<file path="config.mk">
export PLATFORM = sky130hd
export DESIGN_NAME = one_shot_timer_table
export DESIGN_NICKNAME = d
export VERILOG_FILES = /design/src/sv/ostt_pkg.sv /design/src/sv/one_shot_timer_table.sv /design/src/sv/ostt_ram.sv /design/src/sv/ostt_front.sv /design/src/sv/ostt_fifo.sv /design/src/sv/ostt_back.sv
export VERILOG_INCLUDE_DIRS = /design/src /design/src/sv
export SDC_FILE = /design/constraint.sdc
export NUM_CORES = 2
export LEC_CHECK = 0
export BUFFER_PORTS_ARGS = -buffer_cell sky130_fd_sc_hd__buf_4
export CORE_MARGIN = 1
export CORE_UTILIZATION = 35
export DETAILED_ROUTE_END_ITERATION = 10
export PLACE_DENSITY = 0.61
export REMOVE_ABC_BUFFERS = 1
export SLEW_MARGIN = 20
export SYNTH_ARGS = -nofsm -noshare
export SYNTH_HDL_FRONTEND = slang
export SYNTH_SLANG_ARGS = --single-unit
export TNS_END_PERCENT = 5
</file>
<file path="constraint.sdc">
create_clock -name clk -period 9.2 [get_ports clk]
set_input_delay 1.84 -clock clk [delete_from_list [all_inputs] [get_ports clk]]
set_output_delay 1.84 -clock clk [all_outputs]
set_load 0.1 [all_outputs]
</file>
<file path="src/sv/one_shot_timer_table_assert.svh">
// Assertion macros shared by the timer table modules.
`ifndef ONE_SHOT_TIMER_TABLE_ASSERT_SVH
`define ONE_SHOT_TIMER_TABLE_ASSERT_SVH

// Same-cycle implication, checked out of reset.
`define OSTT_CHECK(lbl, ante, cons) \
  lbl: assert property (@(posedge clk) disable iff (!rst_n) (ante) |-> (cons)) \
    else $error("timer table check failed");

// Next-cycle implication, checked out of reset.
`define OSTT_NEXT(lbl, ante, cons) \
  lbl: assert property (@(posedge clk) disable iff (!rst_n) (ante) |=> (cons)) \
    else $error("timer table sequence check failed");

`endif

</file>
<file path="src/sv/ostt_pkg.sv">
// Shared types and constants of the one-shot timer table.
`timescale 1ns / 1ps

package ostt_pkg;

  localparam int SLOT_COUNT_DEF  = 32;
  localparam int QUEUE_DEPTH_DEF = 2;
  localparam int MAX_RESULTS     = 32;

  localparam int WORD_W    = 32;
  localparam int DELAY_W   = 16;
  localparam int SLOT_IN_W = 8;
  localparam int FIRED_W   = 5;
  localparam int REQ_W     = 2;
  localparam int ENTRY_W   = 2 * WORD_W;

  localparam logic [REQ_W-1:0] REQ_SET   = 2'd0;
  localparam logic [REQ_W-1:0] REQ_TICK  = 2'd1;
  localparam logic [REQ_W-1:0] REQ_CLEAR = 2'd2;

  typedef enum logic [1:0] {
    OP_SET,
    OP_TICK,
    OP_CLEAR
  } op_t;

  // stamp holds the deadline for a set and the current time for a tick
  typedef struct packed {
    op_t                  op;
    logic [SLOT_IN_W-1:0] index;
    logic [WORD_W-1:0]    payload;
    logic [WORD_W-1:0]    stamp;
  } cmd_t;

  typedef struct packed {
    logic push;
    cmd_t cmd;
  } q_wr_t;

  typedef struct packed {
    logic valid;
    cmd_t cmd;
  } q_rd_t;

endpackage

</file>
<file path="src/sv/one_shot_timer_table.sv">
// Top level of the one-shot timer table.
`timescale 1ns / 1ps

// One-shot timer table. Each of SLOT_COUNT slots holds a 32-bit data word and an
// absolute deadline, where deadline zero means idle. A set word stores the data and
// now_time + delay_ticks (mod 2^32) into a slot, then rescans the table for the
// earliest deadline. A tick whose now_time has not reached the earliest deadline and
// a clear are handled without a scan; a set to an out-of-range slot is dropped by the
// decoder and never queued. A tick that fires makes two passes over the slots: the
// first finds the next deadline and the final reported slot, the second reports the
// expired slots in rising index order (at most 32 words per tick) and clears every
// expired slot, stalling while the output register is held. The pace is set by the
// single read port of the slot RAM, read once per slot per pass with registered
// data. A short command queue sits in front of the scan engine, so input words keep
// being taken while a scan runs, until the queue fills; one output register holds
// the current word while the engine moves on to the next slot.

module one_shot_timer_table import ostt_pkg::*; #(
  parameter int SLOT_COUNT  = SLOT_COUNT_DEF,
  parameter int QUEUE_DEPTH = QUEUE_DEPTH_DEF
) (
  input  logic                     clk,
  input  logic                     rst_n,
  // request word
  input  logic                     in_valid,
  output logic                     in_stall,
  input  logic [REQ_W-1:0]         in_req_type,
  input  logic [SLOT_IN_W-1:0]     in_slot_index,
  input  logic signed [WORD_W-1:0] in_slot_payload,
  input  logic [DELAY_W-1:0]       in_delay_ticks,
  input  logic [WORD_W-1:0]        in_now_time,
  // expiry word
  output logic                     out_valid,
  input  logic                     out_stall,
  output logic [FIRED_W-1:0]       out_fired_slot,
  output logic signed [WORD_W-1:0] out_fired_payload,
  output logic [WORD_W-1:0]        out_next_deadline,
  output logic                     out_last_of_run
);

  q_wr_t q_wr;
  q_rd_t q_rd;
  logic  q_full;
  logic  q_pop;

  // decode: compute set deadlines, drop words that do nothing
  ostt_front #(
    .SLOT_COUNT (SLOT_COUNT)
  ) u_front (
    .in_valid        (in_valid),
    .in_stall        (in_stall),
    .in_req_type     (in_req_type),
    .in_slot_index   (in_slot_index),
    .in_slot_payload (in_slot_payload),
    .in_delay_ticks  (in_delay_ticks),
    .in_now_time     (in_now_time),
    .q_full          (q_full),
    .q_wr            (q_wr)
  );

  // decouple decode from the scan so each side stalls on its own
  ostt_fifo #(
    .DEPTH (QUEUE_DEPTH)
  ) u_fifo (
    .clk    (clk),
    .rst_n  (rst_n),
    .q_wr   (q_wr),
    .q_full (q_full),
    .q_rd   (q_rd),
    .q_pop  (q_pop)
  );

  // slot store, earliest deadline and expiry reporting
  ostt_back #(
    .SLOT_COUNT (SLOT_COUNT)
  ) u_back (
    .clk               (clk),
    .rst_n             (rst_n),
    .q_rd              (q_rd),
    .q_pop             (q_pop),
    .out_valid         (out_valid),
    .out_stall         (out_stall),
    .out_fired_slot    (out_fired_slot),
    .out_fired_payload (out_fired_payload),
    .out_next_deadline (out_next_deadline),
    .out_last_of_run   (out_last_of_run)
  );

endmodule

</file>
<file path="src/sv/ostt_ram.sv">
// Generic single-write, single-read RAM with registered read data.
`timescale 1ns / 1ps

module ostt_ram #(
  parameter int WIDTH = 64,
  parameter int DEPTH = 32
) (
  input  logic                                   clk,
  input  logic                                   wr_en,
  input  logic [(DEPTH > 1 ? $clog2(DEPTH) : 1)-1:0] wr_addr,
  input  logic [WIDTH-1:0]                       wr_data,
  input  logic [(DEPTH > 1 ? $clog2(DEPTH) : 1)-1:0] rd_addr,
  output logic [WIDTH-1:0]                       rd_data
);

  logic [WIDTH-1:0] mem_r [DEPTH];
  logic [WIDTH-1:0] rd_data_r;

  always_ff @(posedge clk) begin
    if (wr_en) begin
      mem_r[wr_addr] <= wr_data;
    end
    rd_data_r <= mem_r[rd_addr];
  end

  assign rd_data = rd_data_r;

endmodule

</file>
<file path="src/sv/ostt_front.sv">
// Request decoder: classifies incoming words into queue commands.
`timescale 1ns / 1ps

module ostt_front import ostt_pkg::*; #(
  parameter int SLOT_COUNT = SLOT_COUNT_DEF
) (
  input  logic                        in_valid,
  output logic                        in_stall,
  input  logic [REQ_W-1:0]            in_req_type,
  input  logic [SLOT_IN_W-1:0]        in_slot_index,
  input  logic signed [WORD_W-1:0]    in_slot_payload,
  input  logic [DELAY_W-1:0]          in_delay_ticks,
  input  logic [WORD_W-1:0]           in_now_time,
  input  logic                        q_full,
  output q_wr_t                       q_wr
);

  logic keep;
  logic in_range;

  assign in_range = {1'b0, in_slot_index} < (SLOT_IN_W + 1)'(SLOT_COUNT);

  always_comb begin
    keep            = 1'b0;
    q_wr.cmd.op      = OP_TICK;
    q_wr.cmd.index   = in_slot_index;
    q_wr.cmd.payload = in_slot_payload;
    q_wr.cmd.stamp   = in_now_time;
    unique case (in_req_type)
      REQ_SET: begin
        keep           = in_range;
        q_wr.cmd.op    = OP_SET;
        q_wr.cmd.stamp = in_now_time + WORD_W'(in_delay_ticks);
      end
      REQ_TICK: begin
        keep = 1'b1;
      end
      REQ_CLEAR: begin
        keep        = 1'b1;
        q_wr.cmd.op = OP_CLEAR;
      end
      default: begin
        keep = 1'b0;
      end
    endcase
    // drop out-of-range sets and unknown codes: accepted, never queued
    q_wr.push = in_valid && !q_full && keep;
  end

  assign in_stall = q_full;

endmodule

</file>
<file path="src/sv/ostt_fifo.sv">
// Short command queue between the decoder and the scan engine.
`timescale 1ns / 1ps

`include "one_shot_timer_table_assert.svh"

module ostt_fifo import ostt_pkg::*; #(
  parameter int DEPTH = QUEUE_DEPTH_DEF
) (
  input  logic  clk,
  input  logic  rst_n,
  input  q_wr_t q_wr,
  output logic  q_full,
  output q_rd_t q_rd,
  input  logic  q_pop
);

  localparam int PW = (DEPTH > 1) ? $clog2(DEPTH) : 1;
  localparam int CW = $clog2(DEPTH + 1);

  cmd_t            mem_r [DEPTH];
  logic [PW-1:0]   wr_ptr_r, wr_ptr_nxt;
  logic [PW-1:0]   rd_ptr_r, rd_ptr_nxt;
  logic [CW-1:0]   count_r, count_nxt;
  logic            do_pop;

  assign q_full     = (count_r == CW'(DEPTH));
  assign q_rd.valid = (count_r != '0);
  assign q_rd.cmd   = mem_r[rd_ptr_r];
  assign do_pop     = q_pop && q_rd.valid;

  always_comb begin
    wr_ptr_nxt = wr_ptr_r;
    rd_ptr_nxt = rd_ptr_r;
    count_nxt  = count_r;
    if (q_wr.push) begin
      wr_ptr_nxt = (wr_ptr_r == PW'(DEPTH - 1)) ? '0 : wr_ptr_r + 1'b1;
    end
    if (do_pop) begin
      rd_ptr_nxt = (rd_ptr_r == PW'(DEPTH - 1)) ? '0 : rd_ptr_r + 1'b1;
    end
    case ({q_wr.push, do_pop})
      2'b10:   count_nxt = count_r + 1'b1;
      2'b01:   count_nxt = count_r - 1'b1;
      default: count_nxt = count_r;
    endcase
  end

  always_ff @(posedge clk) begin
    if (!rst_n) begin
      wr_ptr_r <= '0;
      rd_ptr_r <= '0;
      count_r  <= '0;
    end else begin
      wr_ptr_r <= wr_ptr_nxt;
      rd_ptr_r <= rd_ptr_nxt;
      count_r  <= count_nxt;
    end
  end

  always_ff @(posedge clk) begin
    if (q_wr.push) begin
      mem_r[wr_ptr_r] <= q_wr.cmd;
    end
  end

  `OSTT_CHECK(a_no_push_when_full, q_wr.push, count_r != CW'(DEPTH))

endmodule

</file>
<file path="src/sv/ostt_back.sv">
// Scan engine: slot store, earliest-deadline tracking and expiry reporting.
`timescale 1ns / 1ps

`include "one_shot_timer_table_assert.svh"

module ostt_back import ostt_pkg::*; #(
  parameter int SLOT_COUNT = SLOT_COUNT_DEF
) (
  input  logic                     clk,
  input  logic                     rst_n,
  input  q_rd_t                    q_rd,
  output logic                     q_pop,
  output logic                     out_valid,
  input  logic                     out_stall,
  output logic [FIRED_W-1:0]       out_fired_slot,
  output logic signed [WORD_W-1:0] out_fired_payload,
  output logic [WORD_W-1:0]        out_next_deadline,
  output logic                     out_last_of_run
);

  localparam int IDX_W = (SLOT_COUNT > 1) ? $clog2(SLOT_COUNT) : 1;
  localparam int CNT_W = $clog2(MAX_RESULTS + 1);

  typedef enum logic [2:0] {
    ST_IDLE  = 3'b001,
    ST_SCAN1 = 3'b010,
    ST_SCAN2 = 3'b100
  } state_t;

  state_t                 state_r, state_nxt;
  logic                   ph_r, ph_nxt;
  logic [IDX_W-1:0]       idx_r, idx_nxt;
  logic [IDX_W-1:0]       last_idx_r, last_idx_nxt;
  logic [CNT_W-1:0]       cnt_r, cnt_nxt;
  op_t                    op_r, op_nxt;
  logic [WORD_W-1:0]      now_r, now_nxt;
  logic [WORD_W-1:0]      min_r, min_nxt;
  logic [WORD_W-1:0]      earliest_r, earliest_nxt;
  logic [SLOT_COUNT-1:0]  valid_r, valid_nxt;

  logic                   out_valid_r, out_valid_nxt;
  logic [FIRED_W-1:0]     out_slot_r;
  logic [WORD_W-1:0]      out_data_r;
  logic [WORD_W-1:0]      out_next_r;
  logic                   out_last_r;

  logic                   ram_we;
  logic [ENTRY_W-1:0]     ram_wdata;
  logic [ENTRY_W-1:0]     ram_rdata;
  logic [WORD_W-1:0]      d_cur;
  logic [WORD_W-1:0]      data_cur;
  logic [WORD_W-1:0]      min_upd;
  logic                   expired;
  logic                   live;
  logic                   report;
  logic                   last_slot;
  logic                   out_free;
  logic                   out_load;

  // entry layout: payload above deadline
  assign ram_we    = q_pop && (q_rd.cmd.op == OP_SET);
  assign ram_wdata = {q_rd.cmd.payload, q_rd.cmd.stamp};

  ostt_ram #(
    .WIDTH (ENTRY_W),
    .DEPTH (SLOT_COUNT)
  ) u_ram (
    .clk     (clk),
    .wr_en   (ram_we),
    .wr_addr (q_rd.cmd.index[IDX_W-1:0]),
    .wr_data (ram_wdata),
    .rd_addr (idx_r),
    .rd_data (ram_rdata)
  );

  // a slot never written since reset or clear reads as idle
  assign d_cur     = valid_r[idx_r] ? ram_rdata[WORD_W-1:0] : '0;
  assign data_cur  = ram_rdata[ENTRY_W-1:WORD_W];
  assign expired   = (d_cur != '0) && (d_cur <= now_r);
  assign live      = (d_cur != '0) && !expired;
  assign min_upd   = (live && ((min_r == '0) || (d_cur < min_r))) ? d_cur : min_r;
  assign report    = (cnt_r < CNT_W'(MAX_RESULTS));
  assign last_slot = (idx_r == IDX_W'(SLOT_COUNT - 1));
  assign out_free  = !out_valid_r || !out_stall;

  always_comb begin
    state_nxt     = state_r;
    ph_nxt        = ph_r;
    idx_nxt       = idx_r;
    last_idx_nxt  = last_idx_r;
    cnt_nxt       = cnt_r;
    op_nxt        = op_r;
    now_nxt       = now_r;
    min_nxt       = min_r;
    earliest_nxt  = earliest_r;
    valid_nxt     = valid_r;
    q_pop         = 1'b0;
    out_load      = 1'b0;
    unique case (state_r)
      ST_IDLE: begin
        if (q_rd.valid) begin
          q_pop = 1'b1;
          case (q_rd.cmd.op)
            OP_SET: begin
              valid_nxt[q_rd.cmd.index[IDX_W-1:0]] = 1'b1;
              op_nxt    = OP_SET;
              now_nxt   = '0;
              min_nxt   = '0;
              cnt_nxt   = '0;
              idx_nxt   = '0;
              ph_nxt    = 1'b0;
              state_nxt = ST_SCAN1;
            end
            OP_TICK: begin
              if ((earliest_r != '0) && (earliest_r <= q_rd.cmd.stamp)) begin
                op_nxt    = OP_TICK;
                now_nxt   = q_rd.cmd.stamp;
                min_nxt   = '0;
                cnt_nxt   = '0;
                idx_nxt   = '0;
                ph_nxt    = 1'b0;
                state_nxt = ST_SCAN1;
              end
            end
            OP_CLEAR: begin
              valid_nxt    = '0;
              earliest_nxt = '0;
            end
            default: begin
              valid_nxt = valid_r;
            end
          endcase
        end
      end
      ST_SCAN1: begin
        if (!ph_r) begin
          ph_nxt = 1'b1;
        end else begin
          ph_nxt  = 1'b0;
          min_nxt = min_upd;
          if (expired && report) begin
            cnt_nxt      = cnt_r + 1'b1;
            last_idx_nxt = idx_r;
          end
          if (last_slot) begin
            earliest_nxt = min_upd;
            idx_nxt      = '0;
            cnt_nxt      = '0;
            state_nxt    = (op_r == OP_TICK) ? ST_SCAN2 : ST_IDLE;
          end else begin
            idx_nxt = idx_r + 1'b1;
          end
        end
      end
      ST_SCAN2: begin
        if (!ph_r) begin
          ph_nxt = 1'b1;
        end else if (!(expired && report && !out_free)) begin
          if (expired) begin
            valid_nxt[idx_r] = 1'b0;
            if (report) begin
              out_load = 1'b1;
              cnt_nxt  = cnt_r + 1'b1;
            end
          end
          ph_nxt = 1'b0;
          if (last_slot) begin
            state_nxt = ST_IDLE;
          end else begin
            idx_nxt = idx_r + 1'b1;
          end
        end
      end
      default: begin
        state_nxt = ST_IDLE;
      end
    endcase
  end

  assign out_valid_nxt = out_load ? 1'b1 : (out_stall ? out_valid_r : 1'b0);

  always_ff @(posedge clk) begin
    if (!rst_n) begin
      state_r     <= ST_IDLE;
      ph_r        <= 1'b0;
      idx_r       <= '0;
      last_idx_r  <= '0;
      cnt_r       <= '0;
      op_r        <= OP_SET;
      now_r       <= '0;
      min_r       <= '0;
      earliest_r  <= '0;
      valid_r     <= '0;
      out_valid_r <= 1'b0;
    end else begin
      state_r     <= state_nxt;
      ph_r        <= ph_nxt;
      idx_r       <= idx_nxt;
      last_idx_r  <= last_idx_nxt;
      cnt_r       <= cnt_nxt;
      op_r        <= op_nxt;
      now_r       <= now_nxt;
      min_r       <= min_nxt;
      earliest_r  <= earliest_nxt;
      valid_r     <= valid_nxt;
      out_valid_r <= out_valid_nxt;
    end
  end

  always_ff @(posedge clk) begin
    if (out_load) begin
      out_slot_r <= FIRED_W'(idx_r);
      out_data_r <= data_cur;
      out_next_r <= min_r;
      out_last_r <= (idx_r == last_idx_r);
    end
  end

  assign out_valid         = out_valid_r;
  assign out_fired_slot    = out_slot_r;
  assign out_fired_payload = out_data_r;
  assign out_next_deadline = out_next_r;
  assign out_last_of_run   = out_last_r;

  `OSTT_CHECK(a_pop_only_idle, q_pop, state_r == ST_IDLE)
  `OSTT_CHECK(a_report_only_tick, state_r == ST_SCAN2, op_r == OP_TICK)
  `OSTT_NEXT(a_fired_slot_cleared, out_load, !valid_r[$past(idx_r)])

endmodule
</file>
Word level (Yosys, flattened, before mapping)
Memories as Yosys holds them, arrays and structs flattened. A register that Yosys moved wholly into a read port is not among the register bits. Index checks and enable logic that the tools add are counted.

Register bits after elaboration: 225. RAM bits: 2196. Input port bits: 94. Output and inout port bits: 72. Logic and storage cells: 194. Memories: 2.

Memory list: u_back.u_ram.mem_r (words 32, width 64, rd ports 1, clocked after Yosys merged registers in 1, write ports 1, RTL line ostt_ram.sv:16) `logic [WIDTH-1:0] mem_r [DEPTH];`; u_fifo.mem_r (words 2, width 74, rd ports 1, clocked after Yosys merged registers in 1, write ports 1, RTL line ostt_fifo.sv:20) `cmd_t mem_r [DEPTH];`.

$add $sub $neg: 7. $lt $le $gt $ge: 9. Eq/ne operators: 29. Mux-type cells: 86. Bitwise operators: 3. Reduce and logical (&&, ||, !) cells: 40.

Operator list (number): $mux W32 (15); $pmux W32 S2 (6); $le A32 B32 Y1 (2); $reduce_bool A32 Y1 (2); $mux W6 (9); $mux W5 (7); $add A32 B16 Y32 (1); $and A32 B32 Y32 (1); $logic_not A32 Y1 (1); $lt A32 B32 Y1 (1); $not A32 Y32 (1); $or A32 B32 Y32 (1); $mux W1 (25); $mux W3 (8); $pmux W6 S3 (1); $ne A2 B1 Y1 const B (8); $reduce_and A8 Y1 (2); $pmux W5 S3 (1); $logic_and A1 B1 Y1 (12); $lt A5 B6 Y1 const B (2); $pmux W2 S2 (3); $pmux W6 S2 (1); $demux W1 S5 (2); $ge A5 B1 Y1 const B (2); 35 further kinds (60).

Logic depth before layout (Yosys ltp)
Depth after elaboration: 12. Mapped depth: 22. Mapped depth without buffers: 17.

Hierarchy
Synthesis repeated with hierarchy kept, for this count alone.

Cell total of the unflattened synthesis: 4923. Area total of the unflattened synthesis: 98843.5 um^2.

By module, submodules not included: ostt_ram (times used 1, cells an instance 3096, area an instance 78964.5 um^2, sequential area each 62780.2 um^2); ostt_back (times used 1, cells an instance 1319, area an instance 12423.2 um^2, sequential area each 5104.9 um^2); ostt_fifo (times used 1, cells an instance 253, area an instance 5559.1 um^2, sequential area each 4544.4 um^2); ostt_front (times used 1, cells an instance 255, area an instance 1896.8 um^2, sequential area each 0.0 um^2).

Worst setup path before layout
No wires, ideal clock.

Path kind: register -> register. From: register u_back.idx_r[1]. To: register u_back.out_data_r[0] (netlist: u_back.out_fired_payload[0]) (enable). Setup time: 0.499 ns. Arrival time: 7.145 ns. Data required time: 8.701 ns. Path slack: 1.556 ns. Stages on the path, launching flop included: 18. Buffers on the path: 2. Period minus slack after synthesis: 7.644 ns. Cell sequence: dfxtp_1 > buf_2 > mux4_2 > and3_1 > nor4_1 > a31oi_1 > nor2_1 > clkbuf_1 > nor2b_1 > ha_1 > nand4_1 > nor4_1 > nand3_1 > or3_1 > o311a_1 > a21oi_1 > nand3_1 > nor2_1.

Longest elaborated chain between the ends: 10. Elaborated cells between the ends (all ways): 12. Those cells by class: order compare (1); mux (7); reduce/logical (4).

Ends and longest elaborated chain: start: declaration (RTL line ostt_back.sv:32) `logic [IDX_W-1:0] idx_r, idx_nxt;`; start signal: assignment (RTL line ostt_back.sv:198) `idx_r <= idx_nxt;`; $bmux W1 S5 (*) (RTL line ostt_back.sv:77) `assign d_cur = valid_r[idx_r] ? ram_rdata[WORD_W-1:0] : '0;`; $mux W1 (not written as such) (*) (RTL line ostt_back.sv:77); $mux W32 (*) (RTL line ostt_back.sv:77); $le A32 B32 Y1 / $reduce_bool A32 Y1 (equally long branches) (RTL line ostt_back.sv:79) `assign expired = (d_cur != '0) && (d_cur <= now_r);`; $logic_and A1 B1 Y1 (*) (RTL line ostt_back.sv:79); $logic_and A1 B1 Y1 (2 in series) (RTL line ostt_back.sv:158) `end else if (!(expired && report && !out_free)) begin`; $mux W1 (*) (RTL line ostt_back.sv:158); $mux W1 (*) (RTL line ostt_back.sv:156) `if (!ph_r) begin`; $mux W1 (*) (RTL line ostt_back.sv:99) `unique case (state_r)`; named net u_back.out_load (RTL line ostt_back.sv:58) `logic out_load;`; end signal: assignment (RTL line ostt_back.sv:213) `out_data_r <= data_cur;`; end: declaration (RTL line ostt_back.sv:43) `logic [WORD_W-1:0] out_data_r;`.

The timed path passes the listed nets; every way through them passes the cells marked *. The select of a mux whose other input is x is not followed. A chain may end at the register's enable or synchronous reset.

Final worst setup path
From: register u_back.idx_r[4]. To: register u_back.min_r[30].

Longest elaborated chain between the ends: 11. Elaborated cells between the ends (all ways): 14. Those cells by class: order compare (2); mux (6); reduce/logical (6).

Ends and longest elaborated chain: $bmux W1 S5 (*) (RTL line ostt_back.sv:77); $mux W1 (not written as such) (*) (RTL line ostt_back.sv:77); $mux W32 (*) (RTL line ostt_back.sv:77); $le A32 B32 Y1 / $reduce_bool A32 Y1 (equally long branches) (RTL line ostt_back.sv:79, ostt_back.sv:80); $logic_and A1 B1 Y1 (RTL line ostt_back.sv:79); $logic_not A1 Y1 (RTL line ostt_back.sv:80) `assign live = (d_cur != '0) && !expired;`; $logic_and A1 B1 Y1 (RTL line ostt_back.sv:80); $logic_and A1 B1 Y1 (RTL line ostt_back.sv:81) `assign min_upd = (live && ((min_r == '0) || (d_cur < min_r))) ? d_cur : min_r;`; $mux W32 (*) (RTL line ostt_back.sv:81); $mux W32 (*) (RTL line ostt_back.sv:136) `if (!ph_r) begin`; $pmux W32 S2 (*) (RTL line ostt_back.sv:99); end signal: assignment (RTL line ostt_back.sv:203) `min_r <= min_nxt;`; end: declaration (RTL line ostt_back.sv:37) `logic [WORD_W-1:0] min_r, min_nxt;`.

Mark *: on every way between the ends. The rest lies on a longest branch, timed or not. The select of a mux whose other input is x is not followed.

==> impl_results.md <==
* Outcome: complete, no violations
* Design Area, Final at 0.110 mm2
* Clk_lat worst skew at 0.95 ns
* Final net count at 5354
* Tot Pwr at 27.3 mW
* Setup Viol. Count Final at 0
* Leakage at 34.0 nW
* Postcts setup bufs at 0
* Cells on worst reg2reg path at 20
* Via Count at 50000
* RSZ-0062 raised after global routing: no
* Sw Share at 25.4%
* Most frequent cells in the layout: 2260 x edfxtp_1, 514 x mux4_2, 263 x buf_4
* Min cycle time layout at 6.97 ns
* Post-CTS sizing at 0
* Row count at 191
* Residual DRC at 0
* Die width at 525 um
* DRT Wirelength at 264000 um
* Tightest Hold Check Type: reg -> reg
* Core box area at 0.271 mm2
* Grt peak-use layer: met2
* CTS tree: built
* Sw Pwr at 6.93 mW
* Mapped Cells at 4846
* Area share of and/or/nand/nor cells after synthesis at 3.07%
* Synth Area in Adders at 1.59%
* Sequential-to-total area share from yosys stat at 75.6%
* Share of layout cells above drive strength 1 at 24.5%
* Max Freq at 0.143 GHz
* Top FF cell, synth: edfxtp_1
* Clock power frac at 37.3%
* Final setup margin at 2.23 ns
* P&R area growth vs syn at 15.5%
* Async set-reset flop share out of synthesis at 0%
* Count of cell types in the netlist at 61
* Pwr per Cell Area at 247 mW/mm2
* Max-slew violation count at 0
* Worst Tran Pin Value at 1.19 ns
* Area after DPL at 0.102 mm2
* Main combinational cell family by area after synthesis: multiplexers
* Overall routing resource usage at 18.8%
* Initial antenna violation count at 11
* M3 GR Usage at 3.23%
* Most common cell after layout, fill and taps aside: edfxtp_1
* Fill cell count at 23700
* Initial core utilization at 35.2%
* Xor-xnor portion of the synthesized cell area at 0.339%
* Root buffer cell: clkbuf_16
* Compound-Gate Fraction of Synth Area at 4.32%
* CP required at 9.93 ns
* Max FO, Critical Path at 41
* Via-to-Cell Ratio at 5.61
* WHS at 0.383 ns
* Clock skew at 0.122 ns
* Hold Crit Depth at 0
* Slew margin rel. at 20.6%
* Yosys warning count at 0
* Comb power frac at 14.5%
* Setup crit start kind: register
* IO Count at 166
* # clock sinks at 2479
* Total grt overflow at 0
* Die area at 0.275 mm2
* GR Util met2 at 30.1%
* GPL Wtd Cong at 0.865
* Area taken by multi-input logic gates at 0.0223 mm2
* Endpoints failing hold at 0
* Clk buf depth at 3
* Pre-CTS WS at 2.36 ns
* Crit path capture type: register
* Port buffer count at 165
* Die Ht at 525 um
* Mapped Avg Cell Area at 19.7 um2
* Starting DRT DRC Count at 5873
* Number of synthesized flops with an enable pin at 2260
* WP data arrival at 7.70 ns
* H-tree depth at 4
* Pre-Repair DR Iteration Count at 5
* Largest net degree at the start of global routing at 135
* First-pass GRT wire length at 373000 um
* DRT antenna net count at 0
* Reg area at 0.0723 mm2
* DR WL/cell at 29.6 um
* Synth Register Bits at 2479
* Hold_buf cts at 0
* Reg power frac at 48.2%
* Mapped Area at 0.0956 mm2
* Number of global-route vias before repair at 50300
* TritonCTS Buffers at 239
* Crit share post-route at 75.8%
* Int Pwr at 20.4 mW
* Crit Path Category: reg -> reg
* Mux cell area share after synthesis at 13.6%
* Clock slew at reported path FFs at 0.06 ns
* Met1 GRT Util at 26.4%
* Worst VDD drop at 0.000205 V
* Post-DP HPWL at 144000 um
* Setup TNS at 0 ns
* MaxCap Viol Count at 0
## sequential cells by signal, indices dropped and copies added (netlist names), 5 cells and up, named ones only
signal                    flops
u_back.min_r                 32
u_back.now_r                 32
u_back.valid_r               32
u_back.out_next_deadline     32
u_back.last_idx_r             5
u_back.idx_r                  5
u_back.out_fired_payload     32
u_back.u_ram.rd_data         64
u_back.u_ram.mem_r         2048
u_back.earliest_r            32
u_fifo.mem_r                142
u_back.cnt_r                  6
u_back.out_fired_slot         5
## final cells by class
type | instances | area share, %
Inverter | 126 | 0.429
Tap cell | 3570 | 4.05
Antenna cell | 2 | 0.00454
Multi-Input combinational cell | 1997 | 20.2
Clock inverter | 149 | 1.65
Clock buffer | 305 | 5.83
Timing Repair Buffer | 296 | 2.39
Sequential cell | 2479 | 65.5
## Yosys cell counts, drive strengths merged, types with 64 or more instances
| library cell | number | share of area (%) |
|---|---|---|
| clkbuf | 158 | 0.62 |
| o21ai | 64 | 0.34 |
| nand4 | 87 | 0.57 |
| inv | 126 | 0.49 |
| nor2 | 147 | 0.58 |
| buf | 86 | 0.36 |
| nand2 | 123 | 0.48 |
| a22oi | 257 | 2.0 |
| mux2i | 80 | 0.84 |
| ha | 120 | 1.6 |
| edfxtp | 2260 | 71 |
| dfxtp | 219 | 4.6 |
| mux4 | 514 | 12 |
| a21oi | 94 | 0.49 |
## power groups by stage
stage	Sequential [mW]	Clock, mW	Combinational [mW]
floorplan	13.5	0	2.97
global placement	13.4	0	3.93
detailed placement	13.4	0	3.98
CTS	13.1	10.3	3.99
global route	13.2	10.7	4.27
finish	13.1	10.2	3.97
## per-layer routing
| layer | vias up | wire length [um] |
|---|---|---|
| li1 | 20600 | - |
| met1 | 26700 | 112000 |
| met2 | 2312 | 125000 |
| met3 | 387 | 21100 |
| met4 | 0 | 6550 |
| met5 | - | 0 |
## logic make-up after synthesis
group,after synthesis
flip-flops,2479
multiplexers,648
AND/OR/NAND/NOR,596
AO/OA/AOI/OAI,595
buffers and inverters,370
adder cells (fa/ha/maj),121
XOR/XNOR,37
## through the flow
stage	std cells	utilization (%)
floorplan	4602	-
global placement	8463	37.6
detailed placement	8465	37.6
CTS	8919	40.7
global route	8922	40.7
finish	8924	40.7
## worst paths after layout
kind                            start                           to  slack [ns]
max reg2reg           u_back.idx_r[4]             u_back.min_r[30]        2.23
min reg2reg  u_back.u_ram.rd_data[37]  u_back.out_fired_payload[5]        0.38
min          u_back.u_ram.rd_data[37]  u_back.out_fired_payload[5]        0.38
max                   u_back.idx_r[4]             u_back.min_r[30]        2.23
## critical path, cell delays in order (launching register included)
cell	delay, ns
dfxtp_1	0.59
nand2b_1	0.26
nor2_4	0.12
buf_4	0.75
a221oi_1	0.23
a21oi_1	0.50
nor2_2	0.08
buf_4	0.27
nor2b_1	0.29
ha_1	0.18
nand4_1	0.21
nor4_1	0.59
nand3_1	0.26
nor2_1	0.13
o311ai_0	0.14
o21ai_0	0.35
nand2_1	0.19
a2111oi_4	0.39
buf_4	0.58
o21ai_4	0.37
a22o_1	0.33
(Power assumes the default switching activity.)
